$ cat config.mk
export PLATFORM = sky130hd
export DESIGN_NAME = rsep_regs
export DESIGN_NICKNAME = d
export VERILOG_FILES = /design/src/hdl/rsep_pkg.sv /design/src/hdl/rsep_regs.sv
export SDC_FILE = /design/constraint.sdc
export NUM_CORES = 1
export LEC_CHECK = 0
export ABC_AREA = 1
export BUFFER_PORTS_ARGS = -buffer_cell sky130_fd_sc_hd__buf_2
export CORE_MARGIN = 4
export CORE_UTILIZATION = 32
export CTS_CLUSTER_DIAMETER = 200
export DETAILED_ROUTE_END_ITERATION = 16
export SLEW_MARGIN = 10
export SYNTH_ARGS = -nofsm -noshare
export SYNTH_HDL_FRONTEND = slang
export SYNTH_SLANG_ARGS = --single-unit
export TNS_END_PERCENT = 50
$ cat constraint.sdc
create_clock -name clk -period 1.3 [get_ports clk]
set_input_delay 0.26 -clock clk [delete_from_list [all_inputs] [get_ports clk]]
set_output_delay 0.26 -clock clk [all_outputs]
set_load 0.02 [all_outputs]
$ cat src/hdl/rsep_pkg.sv
package rsep_pkg;

  localparam int BYTE_W    = 8;
  localparam int DATA_W    = 64;
  localparam int PARITY_W  = 32;
  localparam int ROW_COUNT = 4;
  localparam int CFG_W     = 64;
  localparam int ADDR_W    = 6;
  localparam int IDX_LSB   = 3;

  localparam int MAX_DATA_DEF   = 8;
  localparam int MAX_PARITY_DEF = 4;

  localparam int COUNT_D_W = 4;
  localparam int COUNT_P_W = 3;
  localparam int POLY_W    = 9;

  localparam logic [COUNT_D_W-1:0] DATA_COUNT_RST   = 4'd6;
  localparam logic [COUNT_P_W-1:0] PARITY_COUNT_RST = 3'd3;
  localparam logic [POLY_W-1:0]    FIELD_POLY_RST   = 9'h11D;

  typedef logic [BYTE_W-1:0] gf_byte_t;

  typedef enum logic [2:0] {
    REG_DATA_COUNT   = 3'd0,
    REG_PARITY_COUNT = 3'd1,
    REG_COEFF_ROW_0  = 3'd2,
    REG_COEFF_ROW_1  = 3'd3,
    REG_COEFF_ROW_2  = 3'd4,
    REG_COEFF_ROW_3  = 3'd5,
    REG_FIELD_POLY   = 3'd6
  } reg_idx_t;

  typedef struct packed {
    logic [COUNT_D_W-1:0]                data_count;
    logic [COUNT_P_W-1:0]                parity_count;
    logic [ROW_COUNT-1:0][DATA_W-1:0]    coeff;
    logic [POLY_W-1:0]                   field_poly;
  } rsep_cfg_t;

  typedef struct packed {
    logic     active;
    gf_byte_t poly_low;
  } cell_ctl_t;

  function automatic gf_byte_t gf_mul(input gf_byte_t a, input gf_byte_t b,
                                      input gf_byte_t poly_low);
    gf_byte_t acc;
    gf_byte_t aa;
    acc = '0;
    aa  = a;
    for (int i = 0; i < BYTE_W; i++) begin
      if (b[i]) begin
        acc = acc ^ aa;
      end
      if (aa[BYTE_W-1]) begin
        aa = {aa[BYTE_W-2:0], 1'b0} ^ poly_low;
      end else begin
        aa = {aa[BYTE_W-2:0], 1'b0};
      end
    end
    return acc;
  endfunction

endpackage

$ cat src/hdl/rsep_regs.sv
module rsep_regs (
  input  logic                        clk,
  input  logic                        rst_n,
  input  logic                        psel,
  input  logic                        penable,
  input  logic                        pwrite,
  input  logic [rsep_pkg::ADDR_W-1:0] paddr,
  input  logic [rsep_pkg::CFG_W-1:0]  pwdata,
  output logic [rsep_pkg::CFG_W-1:0]  prdata,
  output logic                        pready,
  output rsep_pkg::rsep_cfg_t         cfg
);

  rsep_pkg::rsep_cfg_t cfg_r;
  rsep_pkg::rsep_cfg_t cfg_nxt;
  rsep_pkg::reg_idx_t  idx;
  logic                wr_en;

  assign pready = 1'b1;
  assign wr_en  = psel && penable && pwrite;
  assign idx    = rsep_pkg::reg_idx_t'(paddr[rsep_pkg::ADDR_W-1:rsep_pkg::IDX_LSB]);
  assign cfg    = cfg_r;

  always_comb begin
    cfg_nxt = cfg_r;
    if (wr_en) begin
      unique case (idx)
        rsep_pkg::REG_DATA_COUNT: begin
          cfg_nxt.data_count = pwdata[rsep_pkg::COUNT_D_W-1:0];
        end
        rsep_pkg::REG_PARITY_COUNT: begin
          cfg_nxt.parity_count = pwdata[rsep_pkg::COUNT_P_W-1:0];
        end
        rsep_pkg::REG_COEFF_ROW_0: cfg_nxt.coeff[0] = pwdata;
        rsep_pkg::REG_COEFF_ROW_1: cfg_nxt.coeff[1] = pwdata;
        rsep_pkg::REG_COEFF_ROW_2: cfg_nxt.coeff[2] = pwdata;
        rsep_pkg::REG_COEFF_ROW_3: cfg_nxt.coeff[3] = pwdata;
        rsep_pkg::REG_FIELD_POLY: begin
          cfg_nxt.field_poly = pwdata[rsep_pkg::POLY_W-1:0];
        end
        default: cfg_nxt = cfg_r;
      endcase
    end
  end

  always_comb begin
    unique case (idx)
      rsep_pkg::REG_DATA_COUNT:   prdata = rsep_pkg::CFG_W'(cfg_r.data_count);
      rsep_pkg::REG_PARITY_COUNT: prdata = rsep_pkg::CFG_W'(cfg_r.parity_count);
      rsep_pkg::REG_COEFF_ROW_0:  prdata = cfg_r.coeff[0];
      rsep_pkg::REG_COEFF_ROW_1:  prdata = cfg_r.coeff[1];
      rsep_pkg::REG_COEFF_ROW_2:  prdata = cfg_r.coeff[2];
      rsep_pkg::REG_COEFF_ROW_3:  prdata = cfg_r.coeff[3];
      rsep_pkg::REG_FIELD_POLY:   prdata = rsep_pkg::CFG_W'(cfg_r.field_poly);
      default:                    prdata = '0;
    endcase
  end

  always_ff @(posedge clk) begin
    if (!rst_n) begin
      cfg_r.data_count   <= rsep_pkg::DATA_COUNT_RST;
      cfg_r.parity_count <= rsep_pkg::PARITY_COUNT_RST;
      cfg_r.coeff        <= '0;
      cfg_r.field_poly   <= rsep_pkg::FIELD_POLY_RST;
    end else begin
      cfg_r <= cfg_nxt;
    end
  end

endmodule

Word-level counts from Yosys, hierarchy flattened
Index checks and enable logic that the tools add are counted.
- register bits: 272
- input port bits: 75
- output and inout bits: 337
- logic and storage cells: 24
- eq/ne operators: 6
- mux-type cells: 1
- reduce and logical (&&, ||, !) cells: 10
- operator list (kind ; count):
    $pmux W64 S7 ; 1
    $reduce_and A2 Y1 ; 7
    $eq A3 B3 Y1 const B ; 3
    $eq A3 B2 Y1 const B ; 2
    $eq A3 B1 Y1 const B ; 1
    $logic_not A3 Y1 ; 1
    $logic_and A1 B1 Y1 ; 2

Longest topological paths before layout
- depth in word-level cells: 3
- gate-level depth with buffers: 9
- gate-level depth less buffers: 6

Worst setup path before layout
Ideal clock, no wire load.
- kind: input to output
- from: in paddr[3] (netlist name)
- to: out prdata[10] (netlist name)
- data arrival time: 1211 ps
- required time: 1040 ps
- setup slack: -171 ps
- cell stages on the path: 8
- buffers on the path: 3
- cells stage by stage: buf_6 inv_4 nand2_1 nor2_4 buf_4 buf_4 nand2_1 nand4_1
- word-level cells in the longest chain between the ends: 2
- elaborated cells between the ends (all ways): 8
- classes of those cells: 6 x eq/ne; 1 x mux; 1 x reduce/logical
- RTL lines (what ; RTL line ; source):
    start: declaration ; rsep_regs.sv:7 ; input logic [rsep_pkg::ADDR_W-1:0] paddr,
    $eq A3 B3 Y1, or another cell as far along ; rsep_regs.sv:47 ; unique case (idx)
    $pmux W64 S7 (*) ; rsep_regs.sv:47 ;
    end: declaration ; rsep_regs.sv:9 ; output logic [rsep_pkg::CFG_W-1:0] prdata,
Every way passes the cells marked *; elsewhere a longest branch is shown, timed or not.

Worst setup path after layout
- from: reg cfg_r, in the netlist cfg[201]
- to: out prdata[0] (netlist name)
- word-level cells in the longest chain between the ends: 1
- RTL lines (what ; RTL line ; source):
    start: declaration ; rsep_regs.sv:14 ; rsep_pkg::rsep_cfg_t cfg_r;
    start signal: assignment ; rsep_regs.sv:66 ; cfg_r <= cfg_nxt;
    $pmux W64 S7 ; rsep_regs.sv:47 ;
Every way passes these cells.

==> metrics.txt <==
# TYPE chip_impl_metric gauge
chip_impl_info{name="result_of_the_run",value="finished with violations"} 1
chip_impl_info{name="violated_checks",value="negative setup slack"} 1
chip_impl_metric{name="top_level_ports",unit=""} 412
chip_impl_info{name="cpLargestDelayFamily",value="simple AND/OR/NAND/NOR gates"} 1
chip_impl_metric{name="timing.final.crit_period",unit="ns"} 1.685
chip_impl_metric{name="slowest_delay",unit="ns"} 0.33
chip_impl_metric{name="grt_pass1_vias",unit=""} 14210
chip_impl_metric{name="timing.final.setup_violations",unit=""} 253
chip_impl_info{name="cts_root_buf",value="clkbuf_16"} 1
chip_impl_metric{name="syn-mean-instance-area",unit="sq um"} 6.432
chip_impl_metric{name="maxSlewViolCount",unit=""} 0
chip_impl_metric{name="detailroute.wirelength.met2",unit="um"} 27220
chip_impl_info{name="source_of_the_worst_register_to_register_timing_path",value="cfg[271]"} 1
chip_impl_metric{name="gp_congestion",unit=""} 0.8808
chip_impl_metric{name="viasPerCell",unit=""} 5.049
chip_impl_metric{name="buffer_ports.inserted",unit=""} 407
chip_impl_metric{name="metal1_wirelength",unit="um"} 22090
chip_impl_metric{name="grt_overflow",unit=""} 0
chip_impl_metric{name="largest_register_ffs",unit=""} 272
chip_impl_metric{name="initial_core_util",unit="%"} 32.54
chip_impl_metric{name="antenna_violations_before_repair",unit=""} 2
chip_impl_info{name="critical_path.endpoint_type",value="output pin"} 1
chip_impl_metric{name="drive_above_1_share",unit="%"} 41.76
chip_impl_info{name="start_kind",value="flip-flop"} 1
chip_impl_metric{name="clock_insertion_delay_worst_skew",unit="ns"} 0.56
chip_impl_metric{name="clock-skew-final",unit="ns"} 0
chip_impl_metric{name="routed_wire_length",unit="um"} 56570
chip_impl_metric{name="post_route_worst_setup_slack",unit="ns"} -0.3848
chip_impl_metric{name="synth_area",unit="sq um"} 12660
chip_impl_metric{name="netlist_instances",unit=""} 1969
chip_impl_metric{name="design.die.area",unit="sq um"} 42820
chip_impl_info{name="crit_path_cell_trace",value="nand4_1, nand2_1, nor2_2, nand2_1, buf_6"} 1
chip_impl_metric{name="critical_path_buf_inv_count",unit=""} 1
chip_impl_metric{name="critPathRequiredTime",unit="ns"} 1.04
chip_impl_metric{name="worst_setup_hold_path_clk_slew",unit="ns"} 0.07
chip_impl_metric{name="core",unit="sq um"} 38920
chip_impl_metric{name="power_leakage",unit="nW"} 9.861
chip_impl_metric{name="floorplan.die.height",unit="um"} 206.9
chip_impl_metric{name="cp_max_fo",unit=""} 2
chip_impl_metric{name="layout_worst_path_cycle_share",unit="%"} 129.6
chip_impl_metric{name="fin_total_pwr",unit="mW"} 19.52
chip_impl_info{name="top_layer_used",value="met4"} 1
chip_impl_info{name="mostFrequentLayoutCell",value="nand2_1"} 1
chip_impl_metric{name="ant_nets",unit=""} 0
chip_impl_metric{name="grt_usage",unit="%"} 23.86
chip_impl_metric{name="synth.net_count",unit=""} 2044
chip_impl_info{name="capture_point_of_the_worst_path",value="prdata[0]"} 1
chip_impl_info{name="mostFrequentLayoutCells",value="551 x nand2_1, 540 x nor2_1, 308 x buf_6"} 1
chip_impl_metric{name="dr.first_iter.drc_count",unit=""} 1182
chip_impl_metric{name="worstPathArrival",unit="ns"} 1.42
chip_impl_metric{name="dr_wl_met3",unit="um"} 4779
chip_impl_metric{name="power_frac_comb",unit="%"} 12.8
chip_impl_metric{name="synth.yosys.seq_area_share",unit="%"} 43.00
chip_impl_metric{name="max_freq",unit="GHz"} 0.5935
chip_impl_info{name="worst_hold_path_type",value="in -> reg"} 1
chip_impl_metric{name="synth.lib_cells_used.distinct",unit=""} 19
chip_impl_info{name="worst_setup_path_startpoint",value="cfg[201]"} 1
chip_impl_metric{name="htree_levels",unit=""} 1
chip_impl_info{name="critical_path.slowest_cell",value="dfxtp_2"} 1
chip_impl_metric{name="max-vdd-ir-drop",unit="mV"} 0.8911
chip_impl_metric{name="num_rows",unit=""} 72
chip_impl_metric{name="synth-seq-cells",unit=""} 272
chip_impl_metric{name="cts.sink_count",unit=""} 272
chip_impl_metric{name="design.final.nets",unit=""} 2582
chip_impl_metric{name="route.vias.total",unit=""} 15400
chip_impl_metric{name="post-route-cell-area",unit="sq um"} 21140
chip_impl_metric{name="seq_power_share",unit="%"} 43.4
chip_impl_metric{name="p_switching",unit="mW"} 5.029
chip_impl_metric{name="clk_path_buf_depth",unit=""} 3
chip_impl_info{name="cts_tree",value="yes"} 1
chip_impl_metric{name="path_depth",unit=""} 5
chip_impl_metric{name="timing.final.hold_violations",unit=""} 0
chip_impl_metric{name="power_density",unit="nW/um^2"} 923.4
chip_impl_metric{name="detailed_place_hpwl",unit="um"} 33930
chip_impl_metric{name="switching_share",unit="%"} 25.76
chip_impl_metric{name="flow.area_growth_from_synthesis",unit="%"} 66.92
chip_impl_info{name="timing.rr.end",value="cfg[271]"} 1
chip_impl_metric{name="number_of_clock_buffers_inserted_by_tritoncts",unit=""} 30
chip_impl_info{name="grt_setup_unrepaired",value="true"} 1
chip_impl_metric{name="drc_errors",unit=""} 0
chip_impl_metric{name="wire_per_inst",unit="um"} 18.55
chip_impl_info{name="hold_path.startpoint",value="pwdata[58]"} 1
chip_impl_metric{name="placedInstanceArea",unit="sq um"} 15980
chip_impl_info{name="timing.setup.critical_path_class",value="reg -> out"} 1
chip_impl_metric{name="r2r_slack",unit="ns"} 0.32
chip_impl_metric{name="synth_warnings",unit=""} 0
chip_impl_metric{name="internal_power",unit="mW"} 14.49
chip_impl_metric{name="worst-r2r-cell-count",unit=""} 5
chip_impl_metric{name="p_clk_share",unit="%"} 43.8
chip_impl_metric{name="grt_pass1_wl",unit="um"} 81080
chip_impl_metric{name="drv_cap",unit=""} 0
chip_impl_metric{name="drt_first_pass_iters",unit=""} 5
chip_impl_info{name="crit_top_cell",value="nand2_1"} 1
chip_impl_metric{name="die_w",unit="um"} 206.9
chip_impl_metric{name="grt_max_degree",unit=""} 65
-- area by class of cell --
class	count	area [sq um]
clock inverters	9	98.84
inverters	72	290.3
diodes	3	7.507
flip-flops and latches	272	5919
fillers	3556	17780
well taps	518	648.1
clock buffers	45	888.4
repair buffers	655	6838
multi-input cells	1476	6450
-- synthesized netlist by cell type --
cell type,instances,area [sq um]
nand2_1,624,2342
nor2_1,549,2061
dfxtp_1,272,5445
nand3_1,158,790.8
nand4_1,131,819.5
inv_1,69,259.0
buf_4,52,390.4
clkbuf_1,38,142.6
buf_2,34,170.2
buf_1,21,78.83
nor2_4,5,56.30
o21ai_0,5,25.02
buf_6,4,45.04
inv_2,2,7.510
a21oi_1,1,5.000
conb_1,1,3.750
inv_4,1,6.260
nand3_2,1,10.01
nor2_2,1,6.260
-- metal layers --
layer | up-vias | GRT usage (%)
met4 | 0 | 9.490
met3 | 182 | 4.156
met2 | 802 | 40.26
met1 | 7121 | 30.44
met5 | - | 0
li1 | 7294 | -
-- worst min-delay path by stage --
stage | depth (start not counted) | end | slack, ns
2_1_floorplan | 2 | cfg[265] | 0.39
3_3_place_gp | 2 | cfg[265] | 0.48
3_5_place_dp | 2 | cfg[265] | 0.48
4_1_cts | 5 | cfg[214] | 0.02
5_1_grt | 5 | cfg[227] | 0.06
6_report | 5 | cfg[131] | 0.05
-- worst register-to-register path, delay by kind of cell, from the launching register on --
| kind | cells | cell delay (ns) |
|---|---|---|
| buffers and inverters | 3 | 0.36 |
| DFF | 1 | 0.34 |
| and+or+nand+nor | 2 | 0.18 |
-- cells by family after synthesis --
kind of cell           count (synthesis)  synth area share, %
AO/OA/AOI/OAI                          6               0.2370
buffers and inverters                221                8.684
flip-flops                           272                43.00
AND/OR/NAND/NOR                     1469                48.05
other                                  1              0.02961
-- power groups by stage --
stage / registers (mW) / clock network (mW) / logic [mW]
floorplan: 8.83 / 0 / 0.993
global placement: 8.73 / 0 / 1.87
detailed placement: 8.73 / 0 / 1.89
CTS: 8.51 / 8.72 / 2.32
global route: 8.48 / 9.05 / 2.67
finish: 8.48 / 8.55 / 2.49
-- what timing repair did --
item / 4_1_cts / 5_1_grt
hold endpoints to repair: 9 / 0
pin swaps: 57 / 57
hold buffers: 6 / 0
gates resized for setup: 576 / 510
setup endpoints to repair: 336 / 348
setup buffers: 66 / 56
cloned: 15 / 6
-- stage by stage --
stage               setup TNS [ns]  utilization [%]  setup slack, ns  hold slack (ns)  instances
finish                      -23.80            54.32          -0.3848          0.05017       3050
global route                -35.13            54.31          -0.4245          0.05627       3049
CTS                         -37.80            50.16          -0.3561          0.02219       3005
detailed placement          -72.50            41.05          -0.3889           0.4813       2864
global placement            -63.85            41.05          -0.3627           0.4753       2864
floorplan                   -6.110                -          -0.1007           0.3861       1969
Power figures use the tool's default switching activity.
