$ cat src/hdl/rsep_pkg.sv
package rsep_pkg;

  localparam int BYTE_W    = 8;
  localparam int DATA_W    = 64;
  localparam int PARITY_W  = 32;
  localparam int ROW_COUNT = 4;
  localparam int CFG_W     = 64;
  localparam int ADDR_W    = 6;
  localparam int IDX_LSB   = 3;

  localparam int MAX_DATA_DEF   = 8;
  localparam int MAX_PARITY_DEF = 4;

  localparam int COUNT_D_W = 4;
  localparam int COUNT_P_W = 3;
  localparam int POLY_W    = 9;

  localparam logic [COUNT_D_W-1:0] DATA_COUNT_RST   = 4'd6;
  localparam logic [COUNT_P_W-1:0] PARITY_COUNT_RST = 3'd3;
  localparam logic [POLY_W-1:0]    FIELD_POLY_RST   = 9'h11D;

  typedef logic [BYTE_W-1:0] gf_byte_t;

  typedef enum logic [2:0] {
    REG_DATA_COUNT   = 3'd0,
    REG_PARITY_COUNT = 3'd1,
    REG_COEFF_ROW_0  = 3'd2,
    REG_COEFF_ROW_1  = 3'd3,
    REG_COEFF_ROW_2  = 3'd4,
    REG_COEFF_ROW_3  = 3'd5,
    REG_FIELD_POLY   = 3'd6
  } reg_idx_t;

  typedef struct packed {
    logic [COUNT_D_W-1:0]                data_count;
    logic [COUNT_P_W-1:0]                parity_count;
    logic [ROW_COUNT-1:0][DATA_W-1:0]    coeff;
    logic [POLY_W-1:0]                   field_poly;
  } rsep_cfg_t;

  typedef struct packed {
    logic     active;
    gf_byte_t poly_low;
  } cell_ctl_t;

  function automatic gf_byte_t gf_mul(input gf_byte_t a, input gf_byte_t b,
                                      input gf_byte_t poly_low);
    gf_byte_t acc;
    gf_byte_t aa;
    acc = '0;
    aa  = a;
    for (int i = 0; i < BYTE_W; i++) begin
      if (b[i]) begin
        acc = acc ^ aa;
      end
      if (aa[BYTE_W-1]) begin
        aa = {aa[BYTE_W-2:0], 1'b0} ^ poly_low;
      end else begin
        aa = {aa[BYTE_W-2:0], 1'b0};
      end
    end
    return acc;
  endfunction

endpackage

$ cat src/hdl/rsep_cell.sv
module rsep_cell #(
  parameter int LANES = rsep_pkg::MAX_PARITY_DEF
) (
  input  logic                                     clk,
  input  logic                                     rst_n,
  input  rsep_pkg::cell_ctl_t                      ctl,
  input  logic [LANES-1:0][rsep_pkg::BYTE_W-1:0]   coeff,
  input  logic                                     in_valid,
  output logic                                     in_ready,
  input  logic [rsep_pkg::DATA_W-1:0]              in_data,
  input  logic [LANES-1:0][rsep_pkg::BYTE_W-1:0]   in_acc,
  output logic                                     out_valid,
  input  logic                                     out_ready,
  output logic [rsep_pkg::DATA_W-1:0]              out_data,
  output logic [LANES-1:0][rsep_pkg::BYTE_W-1:0]   out_acc
);

  logic                                   valid_r;
  logic                                   valid_nxt;
  logic [rsep_pkg::DATA_W-1:0]            data_r;
  logic [LANES-1:0][rsep_pkg::BYTE_W-1:0] acc_r;
  logic [LANES-1:0][rsep_pkg::BYTE_W-1:0] acc_nxt;

  assign in_ready  = !valid_r || out_ready;
  assign valid_nxt = in_ready ? in_valid : valid_r;
  assign out_valid = valid_r;
  assign out_data  = data_r;
  assign out_acc   = acc_r;

  always_comb begin
    for (int l = 0; l < LANES; l++) begin
      acc_nxt[l] = in_acc[l];
      if (ctl.active) begin
        acc_nxt[l] = in_acc[l] ^ rsep_pkg::gf_mul(coeff[l],
                                                  in_data[rsep_pkg::BYTE_W-1:0],
                                                  ctl.poly_low);
      end
    end
  end

  always_ff @(posedge clk) begin
    if (!rst_n) begin
      valid_r <= 1'b0;
    end else begin
      valid_r <= valid_nxt;
    end
  end

  always_ff @(posedge clk) begin
    if (in_valid && in_ready) begin
      acc_r  <= acc_nxt;
      data_r <= {{rsep_pkg::BYTE_W{1'b0}},
                 in_data[rsep_pkg::DATA_W-1:rsep_pkg::BYTE_W]};
    end
  end

endmodule

$ cat config.mk
export PLATFORM = sky130hd
export DESIGN_NAME = rsep_cell
export DESIGN_NICKNAME = d
export VERILOG_FILES = /design/src/hdl/rsep_pkg.sv /design/src/hdl/rsep_cell.sv
export SDC_FILE = /design/constraint.sdc
export NUM_CORES = 1
export LEC_CHECK = 0
export BUFFER_PORTS_ARGS = -buffer_cell sky130_fd_sc_hd__buf_2
export CORE_UTILIZATION = 50
export CTS_CLUSTER_SIZE = 30
export DETAILED_ROUTE_END_ITERATION = 6
export PLACE_DENSITY = 0.83
export SYNTH_ARGS = -nofsm -noshare
export SYNTH_HDL_FRONTEND = slang
export SYNTH_SLANG_ARGS = --single-unit
$ cat constraint.sdc
create_clock -name clk -period 3.96 [get_ports clk]
set_input_delay 0.198 -clock clk [delete_from_list [all_inputs] [get_ports clk]]
set_output_delay 0.198 -clock clk [all_outputs]
set_load 0.01 [all_outputs]
# Yosys cells after proc, flatten, opt, wreduce, memory -nomap -nowiden
# Index checks and enable logic that the tools add are counted.
word_totals:
  reg_bits: 89
  inputBits: 141
  output_inout_bits: 98
classes:
  mux: 124
  n_bitwise: 60
  n_reduce_logical: 3
ops:
  columns: ["op", "count"]
  rows:
  - ["$mux W8", 124]
  - ["$xor A8 B8 Y8", 60]
  - ["$logic_and A1 B1 Y1", 1]
  - ["$logic_not A1 Y1", 1]
  - ["$logic_or A1 B1 Y1", 1]

# Depth between registers and ports, before layout
depth:
  word_depth: 26
  ltp_mapped: 18
  ltp_nobuf: 12

# Worst setup path before layout
# No wires, ideal clock.
synth_path:
  path_kind: "input port to flip-flop"
  from: "in ctl[7] in the netlist's numbering"
  to: "reg acc_r, in the netlist out_acc[15] (data pin)"
  setup_time_ps: 272
  t_arrival_ps: 3825
  required_ps: 3688
  path_slack_ps: -137
  stages: 15
  n_path_buf: 3
  cell_sequence: "buf_4 > buf_6 > nor3b_1 > o21a_1 > or3_1 > clkbuf_1 > o2111a_1 > a211o_1 > a2111oi_2 > nor2_1 > mux2_1 > o211ai_2 > mux2_1 > a311oi_1 > or4b_1"
synth_lines:
  columns: ["item", "line_no", "source"]
  rows:
  - ["from (decl)", "rsep_cell.sv:6", "input rsep_pkg::cell_ctl_t ctl,"]
  - ["to (signal assigned)", "rsep_cell.sv:51", "acc_r <= acc_nxt;"]
  - ["to (decl)", "rsep_cell.sv:21", "logic [LANES-1:0][rsep_pkg::BYTE_W-1:0] acc_r;"]

==> impl_metrics.xml <==
<?xml version="1.0" encoding="UTF-8"?>
<metrics>
  <group name="sta">
    <metric name="rsz0062_at_grt" unit="">yes</metric>
    <metric name="min_period_over_period" unit="">0.974</metric>
    <metric name="postLayoutSetupSlackWorst" unit="ns">0.102</metric>
    <metric name="time_the_final_worst_path_needs_with_i_o_delays_and_setup" unit="ns">3.86</metric>
    <metric name="drv_slew" unit="">0</metric>
    <metric name="worstMarginPinSlew" unit="ns">1.12</metric>
    <metric name="setup-violations-final" unit="">0</metric>
    <metric name="endpoints_failing_hold" unit="">0</metric>
    <metric name="clock_skew" unit="ns">0.00647</metric>
    <metric name="slew_headroom" unit="">0.255</metric>
    <metric name="highest_clock_rate" unit="MHz">259</metric>
  </group>
  <group name="floorplan">
    <metric name="die_width" unit="um">166</metric>
    <metric name="fp.dieH" unit="um">166</metric>
    <metric name="core_area" unit="sq um">26200</metric>
    <metric name="io-pin-count" unit="">239</metric>
    <metric name="floorplan_die_area" unit="sq um">27500</metric>
    <metric name="row_count" unit="">59</metric>
    <metric name="floorplan.initialDensity" unit="">0.513</metric>
  </group>
  <group name="synth">
    <metric name="synth_edf_count" unit="">88</metric>
    <metric name="async_reset_ff_frac" unit="">0</metric>
    <metric name="synthesis.area_per_instance" unit="sq um">8.11</metric>
    <metric name="synth_largest_area_cell" unit="">sky130_fd_sc_hd__edfxtp_1</metric>
    <metric name="synth_cell_type_count" unit="">94</metric>
    <metric name="synth.area.top_cells" unit="">sky130_fd_sc_hd__edfxtp_1 (20%), sky130_fd_sc_hd__xnor2_1 (13%), sky130_fd_sc_hd__xnor3_1 (5.7%)</metric>
    <metric name="post_synth_instance_area" unit="sq um">13400</metric>
    <metric name="synth_seq_cells" unit="">89</metric>
    <metric name="yosysSeqAreaShare" unit="">0.198</metric>
    <metric name="yosys_warnings" unit="">0</metric>
    <metric name="ys.flop_type" unit="">sky130_fd_sc_hd__edfxtp_1</metric>
    <metric name="synthesis.instances" unit="">1658</metric>
    <metric name="post-synth-top-area-fraction" unit="">0.197</metric>
  </group>
  <group name="cts">
    <metric name="tritoncts" unit="">yes</metric>
    <metric name="cts_max_path_buffers" unit="">2</metric>
    <metric name="ctsHtreeMaxLevel" unit="">3</metric>
    <metric name="worst_skew_pair.late_latency" unit="ns">0.34</metric>
    <metric name="cts_made_buffers" unit="">9</metric>
    <metric name="clk_transition_reported_paths" unit="ns">0.07</metric>
    <metric name="cts-root-buf" unit="">sky130_fd_sc_hd__clkbuf_16</metric>
    <metric name="numClockSinks" unit="">89</metric>
    <metric name="ctsHoldBuffers" unit="">0</metric>
  </group>
  <group name="power_and_ir_drop">
    <metric name="leakagePower" unit="nW">7.59</metric>
    <metric name="pwr_density_cell" unit="nW/um^2">392</metric>
    <metric name="clockPowerShare" unit="">0.118</metric>
    <metric name="power.sequential.fraction" unit="">0.181</metric>
    <metric name="power_frac_comb" unit="">0.701</metric>
    <metric name="power.switching_fraction" unit="">0.420</metric>
    <metric name="power.switching" unit="mW">2.92</metric>
    <metric name="peakVddDrop" unit="V">0.000275</metric>
    <metric name="p_int" unit="mW">4.03</metric>
  </group>
  <group name="global_routing">
    <metric name="grt_pass1_wl" unit="um">77700</metric>
    <metric name="grt_remaining_overflow" unit="">0</metric>
    <metric name="grt_pass1_vias" unit="">14900</metric>
    <metric name="grt_start_max_net_pins" unit="">89</metric>
    <metric name="grt_antenna_before_repair" unit="">0</metric>
    <metric name="grt_usage" unit="">0.354</metric>
  </group>
  <group name="worst_setup_path">
    <metric name="cpMostUsedCell" unit="">sky130_fd_sc_hd__buf_4</metric>
    <metric name="crit_path_start_kind" unit="">input port</metric>
    <metric name="end_kind" unit="">flip-flop</metric>
    <metric name="path_cells" unit="">buf_2 -&gt; buf_12 -&gt; or3b_2 -&gt; a21oi_1 -&gt; o31ai_1 -&gt; buf_4 -&gt; a2111oi_4 -&gt; o211ai_2 -&gt; a211oi_4 -&gt; buf_4 -&gt; a21oi_1 -&gt; o211ai_1 -&gt; mux2_2 -&gt; nor4b_2 -&gt; nor4_1 -&gt; buf_4 -&gt; xnor2_1</metric>
    <metric name="worst_ep_arrival_time" unit="ns">3.96</metric>
    <metric name="crit_slowest_cell" unit="">sky130_fd_sc_hd__or3b_2</metric>
    <metric name="timing.critical_path.required" unit="ns">4.06</metric>
    <metric name="path_class" unit="">in -&gt; reg</metric>
    <metric name="critical_path.max_stage_delay" unit="ns">0.45</metric>
    <metric name="worst_path_fanout_max" unit="">10</metric>
  </group>
  <group name="status">
    <metric name="run_status" unit="">finished, violations left</metric>
    <metric name="violations_in_the_final_reports" unit="">DRC</metric>
  </group>
  <group name="routing">
    <metric name="detail_route.iter0.violations" unit="">1464</metric>
    <metric name="routed_wl" unit="um">49800</metric>
    <metric name="drc" unit="">9</metric>
    <metric name="postRouteAntennaNets" unit="">0</metric>
    <metric name="vias" unit="">15200</metric>
    <metric name="firstDrtPassIters" unit="">7</metric>
    <metric name="viasPerCell" unit="">6.20</metric>
    <metric name="wl_per_cell" unit="um">20.4</metric>
  </group>
  <group name="finish">
    <metric name="final-seq-area" unit="sq um">2660</metric>
    <metric name="nNetsFinal" unit="">2246</metric>
    <metric name="syn2layout_area_growth" unit="%">31.9</metric>
    <metric name="multi_input_comb_area" unit="sq um">10400</metric>
    <metric name="fill_cells" unit="">2187</metric>
    <metric name="antennaDiodeCount" unit="">0</metric>
    <metric name="drive_gt1_frac" unit="">0.336</metric>
    <metric name="post_layout_util" unit="">0.676</metric>
  </group>
  <group name="placed_design">
    <metric name="dp.final_hpwl" unit="um">38300</metric>
    <metric name="gpl.final_weighted_congestion" unit="">0.965</metric>
    <metric name="dp_worst_setup_slack" unit="ns">-0.386</metric>
    <metric name="io_buffer_count" unit="">230</metric>
  </group>
  <group name="run">
    <metric name="max_cap_violation_count" unit="">0</metric>
  </group>
  <group name="hold_path">
    <metric name="holdCritPathClass" unit="">in -&gt; reg</metric>
  </group>
</metrics>
==> power groups by stage <==
stage                     clock network (mW)  registers, mW  logic, mW
after global placement                     0           1.27       4.53
after CTS                              0.827           1.26       4.67
after detailed placement                   0           1.27       4.63
after floorplan                            0           1.35       3.01
after global routing                   0.871           1.27       5.23
final                                  0.822           1.25       4.87
==> per-stage QoR <==
| stage | hold WS (ns) | setup TNS (ns) | cell area, sq um | power (mW) | instances |
|---|---|---|---|---|---|
| floorplan | 0.297 | 0 | 13500 | 4.36 | 1665 |
| global placement | 0.374 | -3.49 | 17000 | 5.80 | 2419 |
| detailed placement | 0.376 | -5.40 | 17000 | 5.91 | 2419 |
| CTS | 0.0173 | 0 | 17300 | 6.75 | 2435 |
| global route | 0.00469 | -0.146 | 17700 | 7.37 | 2445 |
| finish | 0.0236 | 0 | 17700 | 6.94 | 2445 |
==> worst max-delay path, delay by kind of cell <==
kind	cells	cell delay [ns]
and+or+nand+nor	3	0.95
xor gates and xnor gates	1	0.05
AOI/OAI and AO/OA	7	1.54
buffers and inverters	5	0.78
muxes	1	0.42
==> sequential cells by signal (all words and copies together) (netlist names) <==
signal	cells
out_acc	32
out_data	56
out_valid	1
==> path summary, 6_finish.rpt <==
kind | slack [ns] | end | from | cells after the start
hold / removal | 0.02 | out_data[9]$_DFFE_PP_ | in_data[17] | 1
hold reg to reg | 0.61 | out_valid$_SDFFE_PN0N_ | out_valid$_SDFFE_PN0N_ | 2
setup / recovery | 0.10 | out_acc[22]$_DFFE_PP_ | ctl[3] | 17
setup reg to reg | 2.19 | out_data[43]$_DFFE_PP_ | out_valid$_SDFFE_PN0N_ | 2
==> cell type report <==
| class | count | area share |
|---|---|---|
| multi-input combinational | 1405 | 0.588 |
| timing repair buffer | 575 | 0.216 |
| sequential | 89 | 0.150 |
| clock inverter | 7 | 0.00353 |
| tap | 335 | 0.0237 |
| clock buffer | 9 | 0.0127 |
| inverter | 25 | 0.00530 |
==> cells in the mapped netlist (11+ instances only) <==
master and number:
sky130_fd_sc_hd__a211o_1 23, sky130_fd_sc_hd__a211oi_1 18, sky130_fd_sc_hd__a21o_1 22, sky130_fd_sc_hd__a21oi_1 97, sky130_fd_sc_hd__a311oi_1 19, sky130_fd_sc_hd__a31oi_1 14, sky130_fd_sc_hd__and2_1 14, sky130_fd_sc_hd__and3_1 39
sky130_fd_sc_hd__and4_1 11, sky130_fd_sc_hd__buf_1 17, sky130_fd_sc_hd__buf_2 28, sky130_fd_sc_hd__buf_4 13, sky130_fd_sc_hd__clkbuf_1 86, sky130_fd_sc_hd__edfxtp_1 88, sky130_fd_sc_hd__inv_1 16, sky130_fd_sc_hd__mux2i_1 18
sky130_fd_sc_hd__nand2_1 203, sky130_fd_sc_hd__nand2b_1 22, sky130_fd_sc_hd__nand3_1 64, sky130_fd_sc_hd__nor2_1 57, sky130_fd_sc_hd__nor3_1 30, sky130_fd_sc_hd__nor4_1 20, sky130_fd_sc_hd__o2111a_1 12, sky130_fd_sc_hd__o211a_1 13
sky130_fd_sc_hd__o211ai_1 35, sky130_fd_sc_hd__o21a_1 15, sky130_fd_sc_hd__o21ai_0 93, sky130_fd_sc_hd__o21ai_1 23, sky130_fd_sc_hd__or2_2 15, sky130_fd_sc_hd__or3_1 20, sky130_fd_sc_hd__xnor2_1 200, sky130_fd_sc_hd__xnor3_1 34
sky130_fd_sc_hd__xor2_1 40
==> kinds of logic (layout without fill, tap and decap cells) <==
group | after synthesis | in the layout | share of synthesized area
AOI/OAI and AO/OA | 522 | 522 | 0.284
DFF | 89 | 89 | 0.198
other | 1 | 8 | 0.000279
and+or+nand+nor | 562 | 562 | 0.213
xor gates and xnor gates | 283 | 283 | 0.226
muxes | 30 | 30 | 0.0235
buffers and inverters | 171 | 616 | 0.0551
==> repair_timing <==
action | 4_1_cts | 5_1_grt
buffers inserted | 0 | 10
endpoints found under the setup margin | 2 | 21
gates resized for setup | 3 | 66
pin swaps | 0 | 20
==> metal layers <==
metal / global-route usage / vias up / routed length, um
li1: - / 7087 / -
met1: 0.410 / 7201 / 18900
met2: 0.630 / 684 / 24800
met3: 0.0431 / 183 / 3190
met4: 0.207 / 0 / 3010
met5: 0 / - / 0
==> placed cells by master, fill, tap and decap left out, types with 9 or more instances in the layout <==
cell                        instances
sky130_fd_sc_hd__or2_2             15
sky130_fd_sc_hd__xor2_1            39
sky130_fd_sc_hd__clkbuf_16          9
sky130_fd_sc_hd__xnor3_1           33
sky130_fd_sc_hd__a211oi_1          13
sky130_fd_sc_hd__a31oi_1           13
sky130_fd_sc_hd__nor2b_1            9
sky130_fd_sc_hd__edfxtp_1          88
sky130_fd_sc_hd__mux2i_1           18
sky130_fd_sc_hd__inv_1             16
sky130_fd_sc_hd__o31ai_1            9
sky130_fd_sc_hd__nor2_1            53
sky130_fd_sc_hd__nor3_1            29
sky130_fd_sc_hd__nand2_1          203
sky130_fd_sc_hd__a211o_1           23
sky130_fd_sc_hd__and3_1            39
sky130_fd_sc_hd__nand4_1           10
sky130_fd_sc_hd__nand3_1           63
sky130_fd_sc_hd__buf_4            337
sky130_fd_sc_hd__o21a_1            15
sky130_fd_sc_hd__xnor2_1          198
sky130_fd_sc_hd__and2_1            13
sky130_fd_sc_hd__mux2_2            10
sky130_fd_sc_hd__and4_1            11
sky130_fd_sc_hd__buf_2            226
sky130_fd_sc_hd__a32oi_1            9
sky130_fd_sc_hd__nand3b_1           9
sky130_fd_sc_hd__o211a_1           13
sky130_fd_sc_hd__a311oi_1          16
sky130_fd_sc_hd__nand2b_1          22
sky130_fd_sc_hd__o211ai_1          35
sky130_fd_sc_hd__o21ai_0           89
sky130_fd_sc_hd__a21oi_1           95
sky130_fd_sc_hd__or3_1             17
sky130_fd_sc_hd__o21ai_1           27
sky130_fd_sc_hd__o2111a_1          12
sky130_fd_sc_hd__or3b_2             9
sky130_fd_sc_hd__a21o_1            22
sky130_fd_sc_hd__nor4_1            18
(Power assumes the default switching activity.)
